<file path="src/rtl/core/sdit_pkg.sv">
// Shared widths, types and helpers for the Sampson distance inlier test.
package sdit_pkg;

  localparam int COORD_BITS = 16;
  localparam int COEF_BITS  = 21;
  localparam int FRAC_BITS  = 4;

  localparam int ROW_W      = 63;
  localparam int THR_W      = 16;
  localparam int FLOOR_W    = 32;
  localparam int CFG_DATA_W = 63;
  localparam int CFG_IDX_W  = 3;

  // Epipolar line terms: signed coefficient times unsigned coordinate
  localparam int PROD_W = COEF_BITS + COORD_BITS + 1;
  localparam int LINE_W = PROD_W + 2;
  localparam int LMAG_W = LINE_W - 1;
  localparam int LL_W   = LMAG_W / 2;
  localparam int LH_W   = LMAG_W - LL_W;
  localparam int SQ_W   = 2 * LMAG_W;
  localparam int DEN_W  = SQ_W + 2;

  // Residual p2^T F p1
  localparam int TERM_W = LINE_W + COORD_BITS + 1;
  localparam int NUM_W  = TERM_W + 2;
  localparam int NMAG_W = NUM_W - 1;
  localparam int NL_W   = NMAG_W / 2;
  localparam int NH_W   = NMAG_W - NL_W;
  localparam int NSQ_W  = 2 * NMAG_W;

  // Threshold times denominator, split in two halves of the denominator
  localparam int DL_W   = DEN_W / 2;
  localparam int DH_W   = DEN_W - DL_W;
  localparam int TDEN_W = THR_W + DEN_W;
  localparam int CMP_W  = (NSQ_W > TDEN_W) ? NSQ_W : TDEN_W;

  localparam int NSTAGE = 9;
  localparam int SEG    = 3;

  localparam logic [THR_W-1:0]   THR_RESET   = 16'd2304;
  localparam logic [FLOOR_W-1:0] FLOOR_RESET = 32'd1;

  typedef enum logic [CFG_IDX_W-1:0] {
    REG_ROW_ZERO  = 3'd0,
    REG_ROW_ONE   = 3'd1,
    REG_ROW_TWO   = 3'd2,
    REG_THRESHOLD = 3'd3,
    REG_FLOOR     = 3'd4
  } cfg_reg_t;

  typedef logic [COORD_BITS-1:0]      coord_t;
  typedef logic signed [COEF_BITS-1:0] coef_t;
  typedef logic signed [LINE_W-1:0]   line_t;
  typedef logic [SEG-1:0]             seg_en_t;
  typedef logic [NSTAGE-1:0]          stage_vec_t;

  typedef struct packed {
    coef_t f00, f01, f02;
    coef_t f10, f11, f12;
    coef_t f20, f21, f22;
  } coef_set_t;

  typedef struct packed {
    line_t l2x, l2y, l2z;
    line_t l1x, l1y;
  } line_set_t;

  typedef struct packed {
    logic [2*LH_W-1:0]      hh;
    logic [LH_W+LL_W-1:0]   hl;
    logic [2*LL_W-1:0]      ll;
  } lsq_part_t;

  typedef struct packed {
    logic [2*NH_W-1:0]      hh;
    logic [NH_W+NL_W-1:0]   hl;
    logic [2*NL_W-1:0]      ll;
  } nsq_part_t;

  function automatic coef_set_t unpack_coefs(input logic [ROW_W-1:0] r0,
                                             input logic [ROW_W-1:0] r1,
                                             input logic [ROW_W-1:0] r2);
    coef_set_t c;
    c.f00 = r0[0*COEF_BITS +: COEF_BITS];
    c.f01 = r0[1*COEF_BITS +: COEF_BITS];
    c.f02 = r0[2*COEF_BITS +: COEF_BITS];
    c.f10 = r1[0*COEF_BITS +: COEF_BITS];
    c.f11 = r1[1*COEF_BITS +: COEF_BITS];
    c.f12 = r1[2*COEF_BITS +: COEF_BITS];
    c.f20 = r2[0*COEF_BITS +: COEF_BITS];
    c.f21 = r2[1*COEF_BITS +: COEF_BITS];
    c.f22 = r2[2*COEF_BITS +: COEF_BITS];
    return c;
  endfunction

  // Magnitude of a line value; headroom keeps it clear of the most negative code
  function automatic logic [LMAG_W-1:0] line_mag(input line_t l);
    line_t neg;
    neg = -l;
    return l[LINE_W-1] ? neg[LMAG_W-1:0] : l[LMAG_W-1:0];
  endfunction

  function automatic lsq_part_t line_sq_parts(input logic [LMAG_W-1:0] m);
    lsq_part_t p;
    logic [LH_W-1:0] h;
    logic [LL_W-1:0] lo;
    h    = m[LMAG_W-1:LL_W];
    lo   = m[LL_W-1:0];
    p.hh = (2*LH_W)'(h) * (2*LH_W)'(h);
    p.hl = (LH_W+LL_W)'(h) * (LH_W+LL_W)'(lo);
    p.ll = (2*LL_W)'(lo) * (2*LL_W)'(lo);
    return p;
  endfunction

  // (h*2^L + lo)^2 = h^2*2^2L + 2*h*lo*2^L + lo^2
  function automatic logic [SQ_W-1:0] line_sq(input lsq_part_t p);
    return (SQ_W'(p.hh) << (2*LL_W)) + (SQ_W'(p.hl) << (LL_W+1)) + SQ_W'(p.ll);
  endfunction

endpackage

</file>
<file path="src/rtl/core/sdit_ctrl.sv">
// Valid bits and per-stage load enables for the nine-stage pipeline.
module sdit_ctrl
  import sdit_pkg::*;
(
  input  logic       clk,
  input  logic       rst_n,
  input  logic       in_valid,
  input  logic       out_stall,
  output logic       in_stall,
  output logic       out_valid,
  output stage_vec_t en
);

  stage_vec_t v_r;
  stage_vec_t v_nxt;

  // A stage loads when it is empty or the stage after it moves on
  always_comb begin
    en[NSTAGE-1] = !v_r[NSTAGE-1] || !out_stall;
    for (int k = NSTAGE - 2; k >= 0; k--) begin
      en[k] = !v_r[k] || en[k+1];
    end
    v_nxt    = v_r;
    v_nxt[0] = en[0] ? in_valid : v_r[0];
    for (int k = 1; k < NSTAGE; k++) begin
      if (en[k]) begin
        v_nxt[k] = v_r[k-1];
      end
    end
  end

  always_ff @(posedge clk) begin
    if (!rst_n) begin
      v_r <= '0;
    end else begin
      v_r <= v_nxt;
    end
  end

  assign in_stall  = !en[0];
  assign out_valid = v_r[NSTAGE-1];

endmodule

</file>
<file path="config.mk">
export PLATFORM = sky130hd
export DESIGN_NAME = sdit_ctrl
export DESIGN_NICKNAME = d
export VERILOG_FILES = /design/src/rtl/core/sdit_pkg.sv /design/src/rtl/core/sdit_ctrl.sv
export SDC_FILE = /design/constraint.sdc
export NUM_CORES = 1
export LEC_CHECK = 0
export BUFFER_PORTS_ARGS = -buffer_cell sky130_fd_sc_hd__buf_2
export CORE_AREA = 2 2 39 41
export DETAILED_ROUTE_END_ITERATION = 10
export DIE_AREA = 0 0 41 43
export PLACE_DENSITY = 0.57
export RECOVER_POWER = 25
export SLEW_MARGIN = 20
export SYNTH_ARGS = -nofsm -noshare
export SYNTH_HDL_FRONTEND = slang
export SYNTH_SLANG_ARGS = --single-unit
</file>
<file path="constraint.sdc">
create_clock -name clk -period 1.2 [get_ports clk]
set_clock_uncertainty 0.15 [all_clocks]
set_input_delay 0.3 -clock clk [delete_from_list [all_inputs] [get_ports clk]]
set_output_delay 0.3 -clock clk [all_outputs]
set_load 0.03 [all_outputs]
</file>
==> run_results.csv <==
group,metric,value,unit
drt,drtAntennaViolNets,0,
clocking,clock-root-buffer,"clkbuf_4",
critical_path,critical_path_class,"register to output port",
critical_path,end_kind,"output port",
drt,dr_wl_met3,54,um
drt,route.met2.wl,485,um
finish,final_cells,89,
drt,via_per_inst,4.42,
drt,m1WireLength,393,um
placed_design,gp_congestion,0.788,
placed_design,io_buffers,14,
critical_path,crit_slowest_cell,"dfxtp_2",
synthesis,syn-cell-area,374,sq um
clocking,clk_latency,0.26,ns
grt,antenna_found_initial,0,
pwr,p_leak,0.000356,uW
synthesis,synth_mux_area_share,0,%
finish,top_register,"v_r",
critical_path,cp_num_buf_inv,4,
pwr,clock_power_share,41.2,%
synthesis,ys_ff_latch,9,
clocking,cts.sinks,9,
synthesis,synth_xor_area_share,0,%
clocking,htree_levels,1,
floorplanning,dieArea,1760,sq um
worst_hold_path,hold_path.class,"primary input to register",
grt,grt_usage,12.7,%
outcome,violations,"setup timing",
critical_path,worst-path-max-fanout,2,
drt,highest_layer,"met3",
clocking,cts_hold_buffers,0,
synthesis,syn_nets,47,
grt,grt_pass1_wl,1.45,mm
outcome,status,"complete, but fails checks",
timing,setup_viol,17,
grt,grt_remaining_overflow,0,
floorplanning,die_w,41,um
synthesis,synth_warnings,0,
timing,max_clock_freq,575,MHz
floorplanning,num_rows,14,
timing,post-route-worst-setup-slack,-0.539,ns
synthesis,synth-compound-area-share,15.4,%
pwr,p_int,442,uW
pwr,combPwrFrac,4.5,%
placed_design,hpwl,596,um
timing,slew_violations,0,
grt,grt_start_max_net_pins,13,
floorplanning,start_util,27.0,%
pwr,p_per_area,752,nW/um^2
run,maxCapViolCount,0,
timing,fin_crit_sh,145,%
pwr,p_sw,121,uW
timing,fin_crit,1.74,ns
timing,tightest_slew,0.273,ns
drt,vias,393,
pwr,swShare,21.5,%
drt,wl_per_cell,10.5,um
clocking,path_clk_slew,0.06,ns
finish,nNetsFinal,78,
drt,drt_iter0_drc,3,
timing,setup_tns,-4.86,ns
critical_path,critPathLaunchType,"register",
clocking,cts.path.max_buffers,2,
placed_design,dp.cells,80,
drt,drc,0,
finish,area_growth,100,%
synthesis,syn_area_per_cell,8.70,sq um
finish,drive_above_1_share,75.3,%
timing,slew_headroom,81.6,%
pwr,peakVddDrop,0.491,mV
finish,reg_top3,"v_r: 9 flops",
timing,hold_viol_final,0,
drt,first_pass_iters,2,
clocking,cts_tree,"yes",
timing,rsz0062_at_grt,"yes",
synthesis,synth_cells,43,
critical_path,crit_path_cell_trace,"and3_4 -> buf_4 -> buf_6 -> buf_6 -> nand2_4 -> buf_6",
synthesis,ys_types,17,
pwr,seq_power_share,54.3,%
floorplanning,die_h,43,um
clocking,numCtsBuffers,3,
synthesis,synthAdderAreaFrac,0,%
floorplanning,core_area,1380,sq um
critical_path,arrival,1.29,ns
grt,first_global_vias,374,
finish,diodes,0,
critical_path,critical-path-top-delay-family,"buffers and inverters",
synthesis,synth_top_family_by_area,"simple AND/OR/NAND/NOR gates",
synthesis,synth-simple-area-share,29.8,%
drt,wl,933,um
critical_path,crit_path_max_incr_delay,0.32,ns
floorplanning,boundaryPins,15,
critical_path,cp.required,0.75,ns
synthesis,yosysSeqAreaShare,48.2,%
critical_path,path_common_cell,"buf_6",
finish,largest_register_ffs,9,
## cells in the mapped netlist
cell type  instances  area [sq um]
dfxtp_1            9           180
nand2_1           11          41.3
nor2b_1            1          6.26
inv_1              2          7.51
nor3_2             1          10.0
inv_4              1          6.26
nor2_2             1          6.26
a21boi_0           1          7.51
nand3_1            3          15.0
o21ai_1            1          5.00
and3_4             1          11.3
clkbuf_1           1          3.75
nor4_4             1          21.3
a21oi_1            1          5.00
inv_2              2          7.51
o21a_1             4          30.0
o21ai_0            2          10.0
## final cells by class
cell class                      count  area (sq um)
Multi-Input combinational cell     28           233
Fill cell                         129           636
Tap cell                           16          20.0
Inverter                            5          23.8
Sequential cell                     9           190
Clock buffer                        4          26.3
Timing Repair Buffer               27           255
## through the flow
stage / hold WS (ns) / util [%] / setup WS, ns / power (uW) / cell area (sq um)
final: 0.0926 / 54.1 / -0.539 / 563 / 748
after global routing: 0.0810 / 54.1 / -0.586 / 594 / 748
after CTS: 0.101 / 49.7 / -0.528 / 570 / 688
after detailed placement: 0.300 / 38.8 / -0.457 / 334 / 537
after global placement: 0.293 / 38.8 / -0.411 / 333 / 537
after floorplan: 0.260 / - / -0.536 / 322 / 390
## power by group through the flow
| stage | Combinational, uW | Sequential, uW | Clock (uW) |
|---|---|---|---|
| floorplan | 9.70 | 312 | 0 |
| detailed placement | 22.5 | 311 | 0 |
| CTS | 23.8 | 305 | 241 |
| global placement | 22.4 | 311 | 0 |
| global route | 28.1 | 306 | 260 |
| finish | 25.2 | 305 | 232 |
## repair_timing
item,4_1_cts,5_1_grt
setup buffers,2,5
gates resized for setup,37,13
endpoints found under the setup margin,16,16
pin swaps,6,5
cloned,0,0
## routing by layer
metal | up-vias | track usage [%]
met5 | - | 0
met4 | 0 | 10.0
met3 | 0 | 6.28
met2 | 11 | 18.1
met1 | 181 | 13.4
li1 | 201 | -
## final timing paths
path / start / endpoint / slack [ns] / cells after the start
worst max-delay path: v_r[7] / en[6] / -0.54 / 6
worst min-delay path: in_valid / v_r[0] / 0.09 / 2
worst max register to register: v_r[8] / v_r[3] / -0.14 / 7
worst min register to register: v_r[0] / v_r[1] / 0.32 / 2
## cell families after synthesis
family                 Yosys count
AND/OR/NAND/NOR                 19
flip-flops                       9
AO/OA/AOI/OAI                    9
buffers and inverters            6
## cells in the final DEF, fill, tap and decap left out
master / n
nand3_2: 2
nand2_1: 6
clkbuf_1: 1
nand3_1: 1
buf_2: 3
dfxtp_2: 5
o21a_1: 4
buf_4: 8
nand2_2: 2
a21boi_2: 1
inv_2: 3
nor3_4: 1
dfxtp_4: 1
and3_4: 1
nand2_4: 3
buf_6: 16
inv_1: 1
clkbuf_4: 3
dfxtp_1: 3
nor2b_1: 1
o21ai_2: 3
nor4_4: 1
a21oi_1: 1
nor2_4: 1
inv_6: 1
No activity file was read; power rests on OpenSTA's default activity.
