## src/rtl/core/sdit_pkg.sv

```systemverilog
// Shared widths, types and helpers for the Sampson distance inlier test.
package sdit_pkg;

  localparam int COORD_BITS = 16;
  localparam int COEF_BITS  = 21;
  localparam int FRAC_BITS  = 4;

  localparam int ROW_W      = 63;
  localparam int THR_W      = 16;
  localparam int FLOOR_W    = 32;
  localparam int CFG_DATA_W = 63;
  localparam int CFG_IDX_W  = 3;

  // Epipolar line terms: signed coefficient times unsigned coordinate
  localparam int PROD_W = COEF_BITS + COORD_BITS + 1;
  localparam int LINE_W = PROD_W + 2;
  localparam int LMAG_W = LINE_W - 1;
  localparam int LL_W   = LMAG_W / 2;
  localparam int LH_W   = LMAG_W - LL_W;
  localparam int SQ_W   = 2 * LMAG_W;
  localparam int DEN_W  = SQ_W + 2;

  // Residual p2^T F p1
  localparam int TERM_W = LINE_W + COORD_BITS + 1;
  localparam int NUM_W  = TERM_W + 2;
  localparam int NMAG_W = NUM_W - 1;
  localparam int NL_W   = NMAG_W / 2;
  localparam int NH_W   = NMAG_W - NL_W;
  localparam int NSQ_W  = 2 * NMAG_W;

  // Threshold times denominator, split in two halves of the denominator
  localparam int DL_W   = DEN_W / 2;
  localparam int DH_W   = DEN_W - DL_W;
  localparam int TDEN_W = THR_W + DEN_W;
  localparam int CMP_W  = (NSQ_W > TDEN_W) ? NSQ_W : TDEN_W;

  localparam int NSTAGE = 9;
  localparam int SEG    = 3;

  localparam logic [THR_W-1:0]   THR_RESET   = 16'd2304;
  localparam logic [FLOOR_W-1:0] FLOOR_RESET = 32'd1;

  typedef enum logic [CFG_IDX_W-1:0] {
    REG_ROW_ZERO  = 3'd0,
    REG_ROW_ONE   = 3'd1,
    REG_ROW_TWO   = 3'd2,
    REG_THRESHOLD = 3'd3,
    REG_FLOOR     = 3'd4
  } cfg_reg_t;

  typedef logic [COORD_BITS-1:0]      coord_t;
  typedef logic signed [COEF_BITS-1:0] coef_t;
  typedef logic signed [LINE_W-1:0]   line_t;
  typedef logic [SEG-1:0]             seg_en_t;
  typedef logic [NSTAGE-1:0]          stage_vec_t;

  typedef struct packed {
    coef_t f00, f01, f02;
    coef_t f10, f11, f12;
    coef_t f20, f21, f22;
  } coef_set_t;

  typedef struct packed {
    line_t l2x, l2y, l2z;
    line_t l1x, l1y;
  } line_set_t;

  typedef struct packed {
    logic [2*LH_W-1:0]      hh;
    logic [LH_W+LL_W-1:0]   hl;
    logic [2*LL_W-1:0]      ll;
  } lsq_part_t;

  typedef struct packed {
    logic [2*NH_W-1:0]      hh;
    logic [NH_W+NL_W-1:0]   hl;
    logic [2*NL_W-1:0]      ll;
  } nsq_part_t;

  function automatic coef_set_t unpack_coefs(input logic [ROW_W-1:0] r0,
                                             input logic [ROW_W-1:0] r1,
                                             input logic [ROW_W-1:0] r2);
    coef_set_t c;
    c.f00 = r0[0*COEF_BITS +: COEF_BITS];
    c.f01 = r0[1*COEF_BITS +: COEF_BITS];
    c.f02 = r0[2*COEF_BITS +: COEF_BITS];
    c.f10 = r1[0*COEF_BITS +: COEF_BITS];
    c.f11 = r1[1*COEF_BITS +: COEF_BITS];
    c.f12 = r1[2*COEF_BITS +: COEF_BITS];
    c.f20 = r2[0*COEF_BITS +: COEF_BITS];
    c.f21 = r2[1*COEF_BITS +: COEF_BITS];
    c.f22 = r2[2*COEF_BITS +: COEF_BITS];
    return c;
  endfunction

  // Magnitude of a line value; headroom keeps it clear of the most negative code
  function automatic logic [LMAG_W-1:0] line_mag(input line_t l);
    line_t neg;
    neg = -l;
    return l[LINE_W-1] ? neg[LMAG_W-1:0] : l[LMAG_W-1:0];
  endfunction

  function automatic lsq_part_t line_sq_parts(input logic [LMAG_W-1:0] m);
    lsq_part_t p;
    logic [LH_W-1:0] h;
    logic [LL_W-1:0] lo;
    h    = m[LMAG_W-1:LL_W];
    lo   = m[LL_W-1:0];
    p.hh = (2*LH_W)'(h) * (2*LH_W)'(h);
    p.hl = (LH_W+LL_W)'(h) * (LH_W+LL_W)'(lo);
    p.ll = (2*LL_W)'(lo) * (2*LL_W)'(lo);
    return p;
  endfunction

  // (h*2^L + lo)^2 = h^2*2^2L + 2*h*lo*2^L + lo^2
  function automatic logic [SQ_W-1:0] line_sq(input lsq_part_t p);
    return (SQ_W'(p.hh) << (2*LL_W)) + (SQ_W'(p.hl) << (LL_W+1)) + SQ_W'(p.ll);
  endfunction

endpackage

```

## src/rtl/core/sdit_decide.sv

```systemverilog
// Stages 6-8: residual square, threshold times denominator, floor check and verdict.
module sdit_decide
  import sdit_pkg::*;
(
  input  logic               clk,
  input  seg_en_t            en,
  input  nsq_part_t          nparts,
  input  logic [DEN_W-1:0]   den,
  input  logic [THR_W-1:0]   thr,
  input  logic [FLOOR_W-1:0] floor_val,
  output logic               is_inlier,
  output logic               is_degenerate
);

  // stage 6
  logic [NSQ_W-1:0]       nsq_r;
  logic [NSQ_W-1:0]       nsq_nxt;
  logic [THR_W+DH_W-1:0]  tdh_r;
  logic [THR_W+DH_W-1:0]  tdh_nxt;
  logic [THR_W+DL_W-1:0]  tdl_r;
  logic [THR_W+DL_W-1:0]  tdl_nxt;
  logic                   degen6_r;
  // stage 7
  logic [NSQ_W-1:0]       nsq7_r;
  logic [TDEN_W-1:0]      tden_r;
  logic [TDEN_W-1:0]      tden_nxt;
  logic                   degen7_r;
  // stage 8
  logic                   inlier_r;
  logic                   inlier_nxt;
  logic                   degen_r;

  always_comb begin
    nsq_nxt = (NSQ_W'(nparts.hh) << (2*NL_W)) + (NSQ_W'(nparts.hl) << (NL_W+1))
            + NSQ_W'(nparts.ll);
    tdh_nxt = (THR_W+DH_W)'(thr) * (THR_W+DH_W)'(den[DEN_W-1:DL_W]);
    tdl_nxt = (THR_W+DL_W)'(thr) * (THR_W+DL_W)'(den[DL_W-1:0]);
  end

  assign tden_nxt   = (TDEN_W'(tdh_r) << DL_W) + TDEN_W'(tdl_r);
  // a degenerate request is never an inlier
  assign inlier_nxt = !degen7_r && (CMP_W'(nsq7_r) < CMP_W'(tden_r));

  always_ff @(posedge clk) begin
    if (en[0]) begin
      nsq_r    <= nsq_nxt;
      tdh_r    <= tdh_nxt;
      tdl_r    <= tdl_nxt;
      degen6_r <= den < DEN_W'(floor_val);
    end
    if (en[1]) begin
      nsq7_r   <= nsq_r;
      tden_r   <= tden_nxt;
      degen7_r <= degen6_r;
    end
    if (en[2]) begin
      inlier_r <= inlier_nxt;
      degen_r  <= degen7_r;
    end
  end

  assign is_inlier     = inlier_r;
  assign is_degenerate = degen_r;

endmodule

```

## config.mk

```make
export PLATFORM = sky130hd
export DESIGN_NAME = sdit_decide
export DESIGN_NICKNAME = d
export VERILOG_FILES = /design/src/rtl/core/sdit_pkg.sv /design/src/rtl/core/sdit_decide.sv
export SDC_FILE = /design/constraint.sdc
export NUM_CORES = 2
export LEC_CHECK = 0
export BUFFER_PORTS_ARGS = -buffer_cell sky130_fd_sc_hd__buf_2
export CORE_MARGIN = 2
export CORE_UTILIZATION = 40
export DETAILED_ROUTE_END_ITERATION = 8
export SYNTH_ARGS = -nofsm -noshare
export SYNTH_HDL_FRONTEND = slang
export SYNTH_SLANG_ARGS = --single-unit
```

## constraint.sdc

```tcl
create_clock -name clk -period 9.9 [get_ports clk]
set_input_delay 0.495 -clock clk [delete_from_list [all_inputs] [get_ports clk]]
set_output_delay 0.495 -clock clk [all_outputs]
set_load 0.05 [all_outputs]
```

==> reports/qor.yml <==
place:
  placed_area_sq_um: 65500
  detailed_place_hpwl_microns: 142000
  port_buffers: 307
  place.gp.congestion: 0.934
critical_path:
  critPathMaxFanout: 37
  crit_type: "primary input to flop"
  cp_common_cell: "fa_1"
  cp_slowest_cell: "a311oi_1"
  path_cells: "buf_2 -> buf_4 -> nand2_1 -> fa_1 -> fa_1 -> fa_1 -> inv_1 -> fa_1 -> fa_1 -> inv_1 -> fa_1 -> inv_1 -> ha_1 -> a21oi_1 -> o21ai_0 -> a31oi_1 -> buf_4 -> nor2b_1 -> a311oi_1 -> o21ba_2 -> o21a_1 -> o21ai_0 -> a221oi_1 -> xnor2_1"
  cp.required_ns: 10.23
  critPathCaptureType: "flop"
  crit_arrival_ns: 8.25
  cp_slowest_stage_delay_ns: 0.79
  crit_path_start_kind: "primary input"
clock_network:
  clk_path_buf_depth: 3
  numClockSinks: 444
  ctsResizeCount: 0
  cts_tree: "built"
  clock_latency_ns: 0.63
  holdBufCountCts: 0
  cts-root-buf: "clkbuf_16"
  clkSlewWorstSetupHoldPaths_ns: 0.06
  htree_levels: 2
  post-cts-setup-buffer-count: 0
  cts_made_buffers: 46
sta:
  clock_skew_ns: 0.0382
  setup_viol: 0
  grt_setup_unrepaired: "false"
  timing.final.hold_violations: 0
  timing.final.crit_share_pct: 80.0
  slew_violations: 0
  worst_pin_slew_ns: 1.22
  tns_ns: 0
  max_freq_mhz: 126
  fin_crit_ns: 7.92
  relSlewSlack_pct: 18.7
die:
  core_area_sq_um: 154000
  start_util_pct: 40.3
  die_h_microns: 398
  die-area_sq_um: 159000
  num_io_pins: 308
  rows: 144
  fp.dieW_microns: 398
logic_synthesis:
  syn-num-nets: 8336
  async_flop_share_pct: 0
  netlist_top_cells_area: "fa_1 (34%), edfxtp_1 (21%), ha_1 (9.2%)"
  yosysTopAreaCellShare_pct: 34.2
  yosysTopAreaCell: "fa_1"
  avgSynthCellArea_sq_um: 9.55
  synthCells: 6512
  synth_edf_count: 444
  ys_seq_area_share_pct: 21.4
  ys_seq_elements: 444
  ys_types: 66
  synth.cell_area_sq_um: 62200
  yosys_warnings: 0
  synth_top_flop_cell: "edfxtp_1"
final_layout:
  multi_input_area_sq_um: 42500
  drive_gt1_share_pct: 6.66
  regArea_sq_um: 13300
  num-fill-cells: 14900
  area_delta_synth_final_pct: 7.77
  final_nets: 8409
  fin_area_sq_um: 67000
grt:
  grt_start_max_net_pins: 145
  grt_use_met2_pct: 36.4
  grt_usage_pct: 23.1
  grt_antenna_before_repair: 25
  first_global_vias: 47900
  overflow: 0
  met1_usage_pct: 32.8
  grt_pass1_wl_microns: 282000
  busiest_layer: "met2"
  grt_use_met3_pct: 3.51
routing:
  drt_iter0_drc: 3311
  vias: 45200
  firstDrtPassIters: 7
  avgViaCountPerCell: 5.21
  wire_per_inst_microns: 20.9
  drc: 0
  wirelength_microns: 181000
  ant_nets: 0
flow_run:
  maxCapViolations: 0
outcome:
  status: "finished clean"
hold_path:
  worstHoldPathType: "primary input to flop"
[per-layer routing]
| layer | vias to the layer above | share of wire (%) |
|---|---|---|
| met5 | - | 0.031 |
| met4 | 8 | 3.2 |
| met2 | 1551 | 45 |
| li1 | 20300 | - |
| met1 | 23100 | 45 |
| met3 | 280 | 6.6 |
[cells in the mapped netlist, types with 5 or more instances]
master     count
a2111oi_0      6
a211oi_1      16
a21boi_0       8
a21o_1       144
a21oi_1      239
a221oi_1       8
a31oi_1       24
a41o_1         5
and2_1       413
and3_1        30
and4_1         8
clkbuf_1     314
edfxtp_1     444
fa_1        1062
ha_1         456
inv_1       1385
nand2_1     1049
nand2b_1      16
nand3_1       57
nand4_1       78
nor2_1       118
nor2b_1       22
nor3_1        49
nor4_1        27
o211ai_1      16
o21a_1        18
o21ai_0      122
o21bai_1      46
o31ai_1        9
o41ai_1        5
or2_2          9
or3_1          7
or4_1          5
xnor2_1      130
xor2_1       113
[sequential cells by signal, summed over array words and instances (netlist names)]
| signal | cells |
|---|---|
| is_degenerate | 1 |
| tden_r | 96 |
| nsq7_r | 116 |
| degen6_r | 1 |
| tdl_r | 56 |
| is_inlier | 1 |
| tdh_r | 56 |
| degen7_r | 1 |
| nsq_r | 116 |
[cell families after synthesis]
family / count (synthesis) / share of synthesized area, %
flops: 444 / 21.4
fa+ha+maj: 1518 / 43.4
compound gates: 705 / 7.19
buf+inv: 1703 / 10.3
xor+xnor: 243 / 3.42
simple gates: 1899 / 14.3
[critical path, delay by kind of cell]
family          cells  cell delay, ns
simple gates        2            0.23
buf+inv             6            1.42
xor+xnor            1            0.16
fa+ha+maj           7            3.36
compound gates      8            2.50
[area by class of cell]
| type | instances | area share (%) |
|---|---|---|
| Clock buffer | 51 | 1.75 |
| Tap cell | 2044 | 3.82 |
| Antenna cell | 12 | 0.0448 |
| Timing Repair Buffer | 343 | 2.86 |
| Clock inverter | 35 | 0.517 |
| Inverter | 1385 | 7.76 |
| Sequential cell | 444 | 19.9 |
| Multi-Input combinational cell | 4365 | 63.4 |
[through the flow]
step	utilization, %	worst slack (ns)	std cells	hold WS [ns]
5_1_grt	43.4	1.88	8675	0.0223
3_5_place_dp	42.4	1.56	8581	0.405
2_1_floorplan	-	2.98	6512	0.400
6_report	43.4	1.98	8679	0.0521
4_1_cts	43.4	2.21	8667	0.00264
3_3_place_gp	42.4	1.64	8581	0.401
[cells in the final DEF, fill, tap and decap left out, drive strengths merged, types with 11 or more instances in the layout]
| cell | synthesis | routed |
|---|---|---|
| clkinv | 0 | 18 |
| o21a | 18 | 18 |
| nor2b | 22 | 22 |
| nor4 | 28 | 28 |
| inv | 1385 | 1394 |
| o211ai | 17 | 17 |
| diode | 0 | 12 |
| nor3 | 49 | 49 |
| a211oi | 16 | 16 |
| buf | 4 | 343 |
| a21oi | 239 | 239 |
| and2 | 413 | 413 |
| nand3 | 57 | 57 |
| a21o | 144 | 144 |
| clkbuf | 314 | 51 |
| fa | 1062 | 1062 |
| o21bai | 46 | 46 |
| nand2 | 1049 | 1049 |
| a31oi | 25 | 25 |
| nand2b | 16 | 16 |
| edfxtp | 444 | 444 |
| nand4 | 78 | 78 |
| and3 | 30 | 30 |
| ha | 456 | 456 |
| o21ai | 123 | 123 |
| xor2 | 113 | 113 |
| o31ai | 11 | 11 |
| xnor2 | 130 | 130 |
| nor2 | 118 | 118 |
[path summary, 6_finish.rpt]
path	from	endpoint	slack, ns	depth (start not counted)
setup / recovery	thr[1]	tdl_r[48]$_DFFE_PP_	1.98	24
hold reg to reg	tdl_r[7]$_DFFE_PP_	tden_r[7]$_DFFE_PP_	0.40	0
hold / removal	nparts[27]	nsq_r[27]$_DFFE_PP_	0.05	1
setup reg to reg	tdl_r[40]$_DFFE_PP_	tden_r[64]$_DFFE_PP_	6.47	13
Power is left out: the tool's default activity adds up to more than one toggle a clock period on the data nets, which glitch-free logic cannot reach.
